**config.mk**
```make
export PLATFORM = sky130hd
export DESIGN_NAME = periodic_timer_table_unit
export DESIGN_NICKNAME = d
export VERILOG_FILES = /design/src/rtl/ptt_pkg.sv /design/src/rtl/ptt_cell.sv /design/src/rtl/periodic_timer_table_unit.sv
export SDC_FILE = /design/constraint.sdc
export NUM_CORES = 1
export LEC_CHECK = 0
export BUFFER_PORTS_ARGS = -buffer_cell sky130_fd_sc_hd__buf_2
export CAP_MARGIN = 20
export CORE_AREA = 5 5 272 274
export CTS_CLUSTER_SIZE = 14
export DETAILED_ROUTE_END_ITERATION = 8
export DIE_AREA = 0 0 277 279
export SLEW_MARGIN = 20
export SYNTH_ARGS = -nofsm -noshare
export SYNTH_HDL_FRONTEND = slang
export SYNTH_SLANG_ARGS = --single-unit
```
**constraint.sdc**
```tcl
create_clock -name clk -period 16.8 [get_ports clk]
set_clock_uncertainty 0.1 [all_clocks]
set_input_delay 2.52 -clock clk [delete_from_list [all_inputs] [get_ports clk]]
set_output_delay 2.52 -clock clk [all_outputs]
set_load 0.01 [all_outputs]
```
**src/rtl/ptt_pkg.sv**
```systemverilog
`default_nettype none
package ptt_pkg;

  // Table size and derived widths
  localparam int SLOT_COUNT = 16;
  localparam int SLOT_W     = (SLOT_COUNT > 1) ? $clog2(SLOT_COUNT) : 1;
  localparam int USED_W     = $clog2(SLOT_COUNT + 1);
  localparam int CMP_W      = (USED_W > 4) ? USED_W : 4;

  // Field widths
  localparam int TIME_W = 16;
  localparam int ID_W   = 4;

  localparam logic [TIME_W-1:0] DEFAULT_TIMEOUT_RST = 16'd1000;

  // Command codes
  typedef enum logic [2:0] {
    CMD_ADD     = 3'd0,
    CMD_REMOVE  = 3'd1,
    CMD_TICK    = 3'd2,
    CMD_PROCESS = 3'd3,
    CMD_QUERY   = 3'd4
  } cmd_t;

  // Status codes
  typedef enum logic [1:0] {
    ST_OK     = 2'd0,
    ST_FULL   = 2'd1,
    ST_BAD_ID = 2'd2
  } status_t;

  // One timer slot as it travels round the ring
  typedef struct packed {
    logic              enabled;
    logic [TIME_W-1:0] remaining;
    logic [TIME_W-1:0] period;
  } entry_t;

endpackage
`default_nettype wire

```
**src/rtl/ptt_cell.sv**
```systemverilog
`default_nettype none
module ptt_cell (
  input  wire logic            clk,
  input  wire logic            rst,
  input  wire logic            shift,
  input  wire ptt_pkg::entry_t d,
  output ptt_pkg::entry_t      q
);

  // Hold the active flag; only it needs a known value after reset
  always_ff @(posedge clk) begin
    if (rst) begin
      q.enabled <= 1'b0;
    end else if (shift) begin
      q.enabled <= d.enabled;
    end
  end

  // Hold the countdown and reload value; take the neighbour's on a shift
  always_ff @(posedge clk) begin
    if (shift) begin
      q.remaining <= d.remaining;
      q.period    <= d.period;
    end
  end

endmodule
`default_nettype wire

```
**src/rtl/periodic_timer_table_unit.sv**
```systemverilog
`default_nettype none
// Table of periodic millisecond timers held in a ring of slot cells. Every
// command rotates the ring once: slot k passes the head cell at step k of
// the scan, where it is added, removed, ticked, checked for expiry or
// folded into the query minimum. An item is taken in S_IDLE, scanned over
// all SLOT_COUNT slots in S_SCAN, and posts its final result in S_FINISH.
// A new item is taken once that final result is in the output register,
// and the final result waits for that register to be free.
// A process command pauses the rotation whenever an expired slot is found
// while the previous report is still pending and the output register is
// occupied. Reports of a process come out in slot order with last set on
// the final one. A process with nothing expired gives one empty result.
// default_timeout is written over the cfg channel, which is always ready.
module periodic_timer_table_unit (
  input  wire logic        clk,
  input  wire logic        rst,
  // configuration
  input  wire logic        cfg_valid,
  output logic             cfg_ready,
  input  wire logic [15:0] cfg_data,
  // command items
  input  wire logic        in_valid,
  output logic             in_ready,
  input  wire logic [2:0]  command,
  input  wire logic [3:0]  slot_id,
  input  wire logic [15:0] period_ms,
  // result items
  output logic             out_valid,
  input  wire logic        out_ready,
  output logic [1:0]       status,
  output logic [3:0]       result_id,
  output logic [15:0]      timeout_ms,
  output logic             fired,
  output logic             last
);

  localparam int N      = ptt_pkg::SLOT_COUNT;
  localparam int SLOT_W = ptt_pkg::SLOT_W;
  localparam int USED_W = ptt_pkg::USED_W;
  localparam int CMP_W  = ptt_pkg::CMP_W;
  localparam int TIME_W = ptt_pkg::TIME_W;
  localparam logic [SLOT_W-1:0] STEP_LAST = SLOT_W'(N - 1);

  typedef enum logic [1:0] {
    S_IDLE,
    S_SCAN,
    S_FINISH
  } state_t;

  state_t              state;
  logic [SLOT_W-1:0]   step;
  ptt_pkg::cmd_t       cmd_q;
  logic [3:0]          sid_q;
  logic [TIME_W-1:0]   per_q;
  logic [TIME_W-1:0]   best;
  logic                pend_valid;
  logic [SLOT_W-1:0]   pend_id;
  logic [USED_W-1:0]   used_slots;
  logic [TIME_W-1:0]   default_timeout;

  ptt_pkg::entry_t     ring_q [N];
  ptt_pkg::entry_t     head;
  ptt_pkg::entry_t     head_next;
  logic                hit_fire;
  logic                out_free;
  logic                advance;
  logic                shift;
  logic                add_ok;
  logic                rm_ok;
  logic                out_load;
  ptt_pkg::status_t    status_next;
  logic [3:0]          result_id_next;
  logic [TIME_W-1:0]   timeout_ms_next;
  logic                fired_next;
  logic                last_next;

  assign cfg_ready = 1'b1;
  assign in_ready  = (state == S_IDLE);
  assign out_free  = !out_valid || out_ready;

  assign add_ok = (used_slots < USED_W'(N));
  assign rm_ok  = (CMP_W'(sid_q) < CMP_W'(used_slots));

  // Ring of slot cells; the head feeds back into the tail
  assign head = ring_q[0];

  for (genvar k = 0; k < N; k++) begin : g_cell
    ptt_pkg::entry_t d_k;
    if (k == N - 1) begin : g_tail
      assign d_k = head_next;
    end else begin : g_mid
      assign d_k = ring_q[k+1];
    end
    ptt_cell u_cell (
      .clk   (clk),
      .rst   (rst),
      .shift (shift),
      .d     (d_k),
      .q     (ring_q[k])
    );
  end

  // Apply the command to the slot passing the head
  always_comb begin
    head_next = head;
    hit_fire  = 1'b0;
    case (cmd_q)
      ptt_pkg::CMD_ADD: begin
        if (add_ok && (CMP_W'(step) == CMP_W'(used_slots))) begin
          head_next.enabled   = 1'b1;
          head_next.remaining = per_q;
          head_next.period    = per_q;
        end
      end
      ptt_pkg::CMD_REMOVE: begin
        if (rm_ok && (CMP_W'(step) == CMP_W'(sid_q))) begin
          head_next.enabled = 1'b0;
        end
      end
      ptt_pkg::CMD_TICK: begin
        if (head.enabled && (head.remaining != '0)) begin
          head_next.remaining = head.remaining - TIME_W'(1);
        end
      end
      ptt_pkg::CMD_PROCESS: begin
        if (head.enabled && (head.remaining == '0)) begin
          hit_fire            = 1'b1;
          head_next.remaining = head.period;
        end
      end
      default: begin
      end
    endcase
  end

  // Stall the ring when a report must go out but the output is occupied
  assign advance = !(hit_fire && pend_valid && !out_free);
  assign shift   = (state == S_SCAN) && advance;

  // Load the output with the previous report during a scan, or with the
  // final result once the scan is done
  assign out_load = ((state == S_SCAN) && advance && hit_fire && pend_valid) ||
                    ((state == S_FINISH) && out_free);

  // Build the next result item
  always_comb begin
    status_next     = ptt_pkg::ST_OK;
    result_id_next  = '0;
    timeout_ms_next = '0;
    fired_next      = 1'b0;
    last_next       = 1'b1;
    if (state == S_SCAN) begin
      result_id_next = 4'(pend_id);
      fired_next     = 1'b1;
      last_next      = 1'b0;
    end else begin
      case (cmd_q)
        ptt_pkg::CMD_ADD: begin
          if (add_ok) begin
            result_id_next = 4'(used_slots);
          end else begin
            status_next = ptt_pkg::ST_FULL;
          end
        end
        ptt_pkg::CMD_REMOVE: begin
          if (!rm_ok) begin
            status_next = ptt_pkg::ST_BAD_ID;
          end
        end
        ptt_pkg::CMD_PROCESS: begin
          if (pend_valid) begin
            result_id_next = 4'(pend_id);
            fired_next     = 1'b1;
          end
        end
        ptt_pkg::CMD_QUERY: begin
          timeout_ms_next = best;
        end
        default: begin
        end
      endcase
    end
  end

  // Sequencer, configuration register and output register
  always_ff @(posedge clk) begin
    if (rst) begin
      state           <= S_IDLE;
      step            <= '0;
      pend_valid      <= 1'b0;
      used_slots      <= '0;
      default_timeout <= ptt_pkg::DEFAULT_TIMEOUT_RST;
      out_valid       <= 1'b0;
    end else begin
      if (cfg_valid) begin
        default_timeout <= cfg_data;
      end
      if (out_load) begin
        out_valid  <= 1'b1;
        status     <= status_next;
        result_id  <= result_id_next;
        timeout_ms <= timeout_ms_next;
        fired      <= fired_next;
        last       <= last_next;
      end else if (out_valid && out_ready) begin
        out_valid <= 1'b0;
      end
      unique case (state)
        S_IDLE: begin
          if (in_valid) begin
            cmd_q      <= ptt_pkg::cmd_t'(command);
            sid_q      <= slot_id;
            per_q      <= period_ms;
            best       <= default_timeout;
            pend_valid <= 1'b0;
            step       <= '0;
            state      <= S_SCAN;
          end
        end
        S_SCAN: begin
          if (advance) begin
            // keep the new report pending; the previous one has gone out
            if (hit_fire) begin
              pend_valid <= 1'b1;
              pend_id    <= step;
            end
            if ((cmd_q == ptt_pkg::CMD_QUERY) && head.enabled &&
                (head.remaining < best)) begin
              best <= head.remaining;
            end
            if (step == STEP_LAST) begin
              state <= S_FINISH;
            end else begin
              step <= step + SLOT_W'(1);
            end
          end
        end
        S_FINISH: begin
          if (out_free) begin
            if ((cmd_q == ptt_pkg::CMD_ADD) && add_ok) begin
              used_slots <= used_slots + USED_W'(1);
            end
            pend_valid <= 1'b0;
            state      <= S_IDLE;
          end
        end
        default: begin
          state <= S_IDLE;
        end
      endcase
    end
  end

endmodule
`default_nettype wire

```
==> results.json, run 1 <==
{
  "synth_edf_count": 579,
  "gp_congestion": 0.7958,
  "cts_buffer_depth": 3,
  "synth_ff_type": "edfxtp_1",
  "status": "completed",
  "dpl.hpwl_mm": 22.38,
  "vias": 9818,
  "clock-sinks": 624,
  "r2r_slack_ns": 12.44,
  "path_class": "in -> reg",
  "globalRouteOverflowTotal": 0,
  "rsz0062_at_grt": "false",
  "p_int_uw": 2610,
  "grt_pass1_vias": 9417,
  "num-fill-cells": 6669,
  "yosys_warnings": 0,
  "syn_inst": 1131,
  "yosysTopAreaCellShare_pct": 81.91,
  "drt-pass1-iter-count": 5,
  "crit_required_ns": 16.91,
  "final_max_slew_viol_count": 0,
  "post-cts-setup-buffer-count": 0,
  "swShare_pct": 19.68,
  "hold_depth": 0,
  "synth_area_leaders": "edfxtp_1 82%, dfxtp_1 4.2%, nand2_1 2.4%",
  "stdcell_count": 2234,
  "synth-async-reset-ratio_pct": 0,
  "min_period_over_period_pct": 32.67,
  "arrival_ns": 5.59,
  "drive_above_1_share_pct": 15.43,
  "max_freq_ghz": 0.1822,
  "dp_slack_ns": 10.35,
  "row_count": 98,
  "fin_crit_ns": 5.489,
  "seqCellArea_um2": 18290,
  "post_drt_wl_per_cell_um": 16.36,
  "cts_resized": 0,
  "synth.distinct_cells": 65,
  "routed_wl_mm": 36.55,
  "worst_pin_slew_ns": 1.086,
  "grt_pass1_wl_mm": 55.84,
  "antenna_found_initial": 4,
  "holdBufCountCts": 0,
  "power_density_nw_per_um2": 131.8,
  "drc_errors": 0,
  "clock_power_share_pct": 41.2,
  "start_util_pct": 29.85,
  "slew_headroom_pct": 27.59,
  "synth_fp_nets": 1196,
  "leakage_uw": 0.008327,
  "port_buffers": 69,
  "avgSynthCellArea_um2": 18.77,
  "io_pins": 71,
  "die_h_um": 279,
  "final_nets": 1300,
  "path_clk_slew_ns": 0.06,
  "power_frac_comb_pct": 2.7,
  "numCtsBuffers": 58,
  "dp_cells": 2125,
  "synth-seq-cells": 624,
  "maxCapViolCount": 0,
  "design.die.area_um2": 77280,
  "hold_violations": 0,
  "p_seq_share_pct": 56.1,
  "ir_drop_mv": 0.08063,
  "cts_tree": "done",
  "r2r_cells": 8,
  "grt_max_degree": 217,
  "startpoint_type": "primary input",
  "finalSetupTns_ns": 0,
  "hold_path.class": "reg -> reg",
  "synth_most_common_cell": "edfxtp_1",
  "setup_ws_ns": 11.31,
  "p_sw_uw": 639.7,
  "ys_seq_area_share_pct": 86.16,
  "yosys.area.top_type": "edfxtp_1",
  "area_delta_synth_final_pct": 16.20,
  "die_w_um": 277,
  "postRouteAntennaNets": 0,
  "grtUsageTotal_pct": 9.093,
  "clkLatencyLatePin_ns": 0.59,
  "drt_iter0_drc": 1014,
  "setup_viol": 0,
  "synthesis.area_um2": 21230,
  "multi_input_area_um2": 2675,
  "core_um2": 71120,
  "endpoint_kind": "flop",
  "synth_common_cells": "579 x edfxtp_1, 136 x nand2_1, 45 x dfxtp_1, 38 x nor2_1, 25 x clkbuf_1",
  "fin_util_pct": 34.68,
  "cts_root_buf": "clkbuf_16",
  "crit_path_max_fanout": 137,
  "htreeDepth": 2,
  "viasPerCell": 4.395
}
## critical path, stage by stage
cell     delay, ns
buf_2         0.11
nor2b_1       0.08
nand2_1       0.09
or4_4         0.15
nand2_4       0.18
inv_8         0.67
buf_6         0.73
buf_4         0.89
## power by group through the flow
stage | clock [uW] | sequential (uW) | combinational (uW)
6_report | 1340 | 1820 | 87.5
5_1_grt | 1450 | 1830 | 97.0
4_1_cts | 1380 | 1820 | 89.1
3_5_place_dp | 0 | 1850 | 88.5
3_3_place_gp | 0 | 1850 | 85.5
2_1_floorplan | 0 | 1860 | 59.7
## cells by family after synthesis
family,Yosys count,synth area share (%)
AND/OR/NAND/NOR,288,6.419
AO/OA/AOI/OAI,109,3.572
flip-flops,624,86.16
buffers and inverters,60,1.356
other,1,0.01767
multiplexers,14,0.6602
adder cells (fa/ha/maj),21,1.238
XOR/XNOR,14,0.5777
## registers in the layout, indices dropped and copies added, names as in the netlist, 3 cells and up
name	cells
pend_id	4
result_id	4
sid_q	4
cmd_q	3
g_cell.u_cell.q	528
default_timeout	16
step	4
used_slots	5
best	16
timeout_ms	16
per_q	16
## cell usage in the layout, fill, tap and decap left out, types with 3 or more instances in the layout
cell       count
a21oi_1       22
o21a_1         3
a31oi_1        4
a21oi_2        9
nor4_1         3
nor3_1        16
clkinv_1      11
dfxtp_1       45
clkbuf_8       4
clkinv_2       6
inv_1         24
xor2_1         6
edfxtp_1     579
o211ai_1       6
nor2b_1        9
nor3b_1        4
nand2_1      136
nand2_2        9
a211o_1        6
a22oi_1        5
a22o_1         4
nand2b_1       4
mux2i_1       14
or3_1          5
xnor2_1        8
nand3_1       17
buf_2         69
clkbuf_16     62
and3_1         3
nor2_1        37
and2_1        19
a21o_1         6
bufinv_16      7
nand4_1       11
o21ai_0       23
clkbuf_1      14
ha_1          21
buf_4          8
## routing by layer
metal | vias to the layer above | track usage, % | routed length (um)
li1 | 4506 | - | -
met1 | 4924 | 14.39 | 18500
met2 | 322 | 12.17 | 14670
met3 | 66 | 2.224 | 2608
met4 | 0 | 2.943 | 766
met5 | - | 0 | 0
## final timing paths
check	from	endpoint
setup reg to reg	g_cell[0].u_cell.q[16]$_DFFE_PP_	g_cell[9].u_cell.q[12]$_DFFE_PP_
hold reg to reg	g_cell[10].u_cell.q[7]$_DFFE_PP_	g_cell[9].u_cell.q[7]$_DFFE_PP_
hold / removal	g_cell[10].u_cell.q[7]$_DFFE_PP_	g_cell[9].u_cell.q[7]$_DFFE_PP_
setup / recovery	out_ready	g_cell[9].u_cell.q[12]$_DFFE_PP_
## stage by stage
stage          total power (uW)  hold slack [ns]  instance area, um^2
2_1_floorplan              1917           0.3003                21230
3_3_place_gp               1937           0.3005                22680
3_5_place_dp               1943           0.3045                22680
4_1_cts                    3293           0.3072                24650
5_1_grt                    3377           0.3185                24660
6_report                   3250           0.3050                24660
## area by class of cell
type	count	share of cell area [%]
Multi-Input combinational cell	447	10.85
Sequential cell	624	74.14
Tap cell	950	4.819
Timing Repair Buffer	79	1.770
Antenna cell	1	0.01015
Clock buffer	80	6.727
Inverter	25	0.4109
Clock inverter	28	1.273
Note: power is estimated with default switching activity, not from simulation.
==> run 2: changes to the inputs <==
==> constraint.sdc (replaced) <==
create_clock -name clk -period 5.05 [get_ports clk]
set_clock_uncertainty 0.1 [all_clocks]
set_input_delay 0.7575 -clock clk [delete_from_list [all_inputs] [get_ports clk]]
set_output_delay 0.7575 -clock clk [all_outputs]
set_load 0.01 [all_outputs]
==> results.json, run 2 (same netlist as run 1, synthesis figures left out) <==
{
  "dpl.hpwl_mm": 22.78,
  "post-cts-setup-buffer-count": 0,
  "maxCapViolCount": 0,
  "grt_pass1_wl_mm": 55.48,
  "cts_buffer_depth": 3,
  "clkLatencyLatePin_ns": 0.60,
  "r2r_cells": 6,
  "power_density_nw_per_um2": 431.6,
  "timing.rr.end": "g_cell[10].u_cell.q[30]$_DFFE_PP_",
  "routed_wl_mm": 36.49,
  "min_period_over_period_pct": 73.79,
  "viasPerCell": 4.375,
  "worst_pin_slew_ns": 1.016,
  "area_delta_synth_final_pct": 15.63,
  "crit_path_end": "g_cell[10].u_cell.q[30]$_DFFE_PP_",
  "r2r_slack_ns": 1.32,
  "finalSetupTns_ns": 0,
  "startpoint_type": "flop",
  "arrival_ns": 3.83,
  "numCtsBuffers": 57,
  "drive_above_1_share_pct": 15.01,
  "reg2reg_from": "g_cell[0].u_cell.q[21]$_DFFE_PP_",
  "rsz0062_at_grt": "false",
  "drt-pass1-iter-count": 5,
  "grt_max_degree": 160,
  "dp_slack_ns": 1.404,
  "grt_pass1_vias": 9341,
  "port_buffers": 69,
  "hold_violations": 0,
  "grtUsageTotal_pct": 9.041,
  "slew_headroom_pct": 31.34,
  "multi_input_area_um2": 2675,
  "seqCellArea_um2": 18290,
  "cts_tree": "done",
  "hold_path.class": "in -> reg",
  "diodes": 0,
  "drt_iter0_drc": 1007,
  "fin_area_um2": 24540,
  "antenna_found_initial": 1,
  "row_count": 98,
  "final_common_cell": "edfxtp_1",
  "setup_viol": 0,
  "setup_ws_ns": 1.324,
  "die_w_um": 277,
  "path_clk_slew_ns": 0.06,
  "status": "completed",
  "fin_crit_ns": 3.726,
  "globalRouteOverflowTotal": 0,
  "critPathLaunch": "g_cell[0].u_cell.q[21]$_DFFE_PP_",
  "final_max_slew_viol_count": 0,
  "path_class": "reg -> reg",
  "die_h_um": 279,
  "endpoint_kind": "flop",
  "holdBufCountCts": 0,
  "max_freq_ghz": 0.2684,
  "final_nets": 1300,
  "num-fill-cells": 6744,
  "cts_root_buf": "clkbuf_16",
  "start_util_pct": 29.85,
  "dpl_cell_area_um2": 22700,
  "core_um2": 71120,
  "final_cell_mix": "579 x edfxtp_1, 136 x nand2_1, 69 x buf_2",
  "max_flop_register": "g_cell.u_cell.q",
  "crit_path_max_fanout": 159,
  "design.die.area_um2": 77280,
  "clock-sinks": 624,
  "cts_resized": 0,
  "vias": 9752,
  "leakage_uw": 0.008267,
  "crit_required_ns": 5.15,
  "htreeDepth": 2,
  "io_pins": 71,
  "drc_errors": 0,
  "ir_drop_mv": 0.2329,
  "largest_reg_flops": 528,
  "gp_congestion": 0.8596,
  "post_drt_wl_per_cell_um": 16.37,
  "postRouteAntennaNets": 0
}
-- run 2: cell types whose count changed in the layout (fill, tap and decap cells not counted), sizes merged --
cell,before,now
diode,1,0
clkinvlp,2,1
buf,79,80
clkbuf,80,72
inv,27,28
bufinv,7,8
clkinv,17,19
-- run 2: cell type report --
type	count	area share [%]
Inverter	25	0.4129
Tap cell	950	4.843
Timing Repair Buffer	80	1.846
Multi-Input combinational cell	447	10.90
Sequential cell	624	74.51
Clock inverter	31	1.443
Clock buffer	72	6.041
-- run 2: how the worst min path moves through the flow --
stage,startpoint,end,slack [ns],depth (start not counted)
floorplan,g_cell[1].u_cell.q[0]$_DFFE_PP_,g_cell[0].u_cell.q[0]$_DFFE_PP_,0.30,0
global placement,g_cell[5].u_cell.q[11]$_DFFE_PP_,g_cell[4].u_cell.q[11]$_DFFE_PP_,0.30,0
detailed placement,g_cell[11].u_cell.q[17]$_DFFE_PP_,g_cell[10].u_cell.q[17]$_DFFE_PP_,0.30,0
CTS,period_ms[11],per_q[11]$_DFFE_PP_,0.20,1
global route,period_ms[7],per_q[7]$_DFFE_PP_,0.21,1
finish,slot_id[1],sid_q[1]$_DFFE_PP_,0.24,1
-- run 2: per-layer routing --
metal	part of all wire, %	vias to the layer above	global-route usage, %	routed length, um
met4	2.2	0	2.740	816
met5	0	-	0	0
met2	39	289	11.99	14270
li1	-	4491	-	-
met1	52	4911	14.39	18820
met3	7.1	61	2.349	2593
-- run 2: power breakdown --
part,internal (uW),leakage [uW],switching (uW),total [uW]
clock,2480,0.000893,1760,4240
sequential,5960,0.00586,96.8,6060
combinational,72.1,0.00151,222,294
-- run 2: through the flow --
step | cells | power [uW] | util (%) | hold slack [ns]
global placement | 2126 | 6447 | 31.92 | 0.3002
finish | 2229 | 10590 | 34.51 | 0.2416
CTS | 2229 | 10740 | 34.50 | 0.1996
floorplan | 1131 | 6336 | - | 0.3003
detailed placement | 2126 | 6465 | 31.92 | 0.3045
global route | 2229 | 11010 | 34.51 | 0.2132
-- run 2: worst max-delay path, cell delays in order (launching register included) --
cell and delay [ns]:
edfxtp_1 0.50, or3_4 0.44, or4_4 0.49, or4_4 0.58, nand2_4 0.28, inv_8 0.29, buf_12 0.39
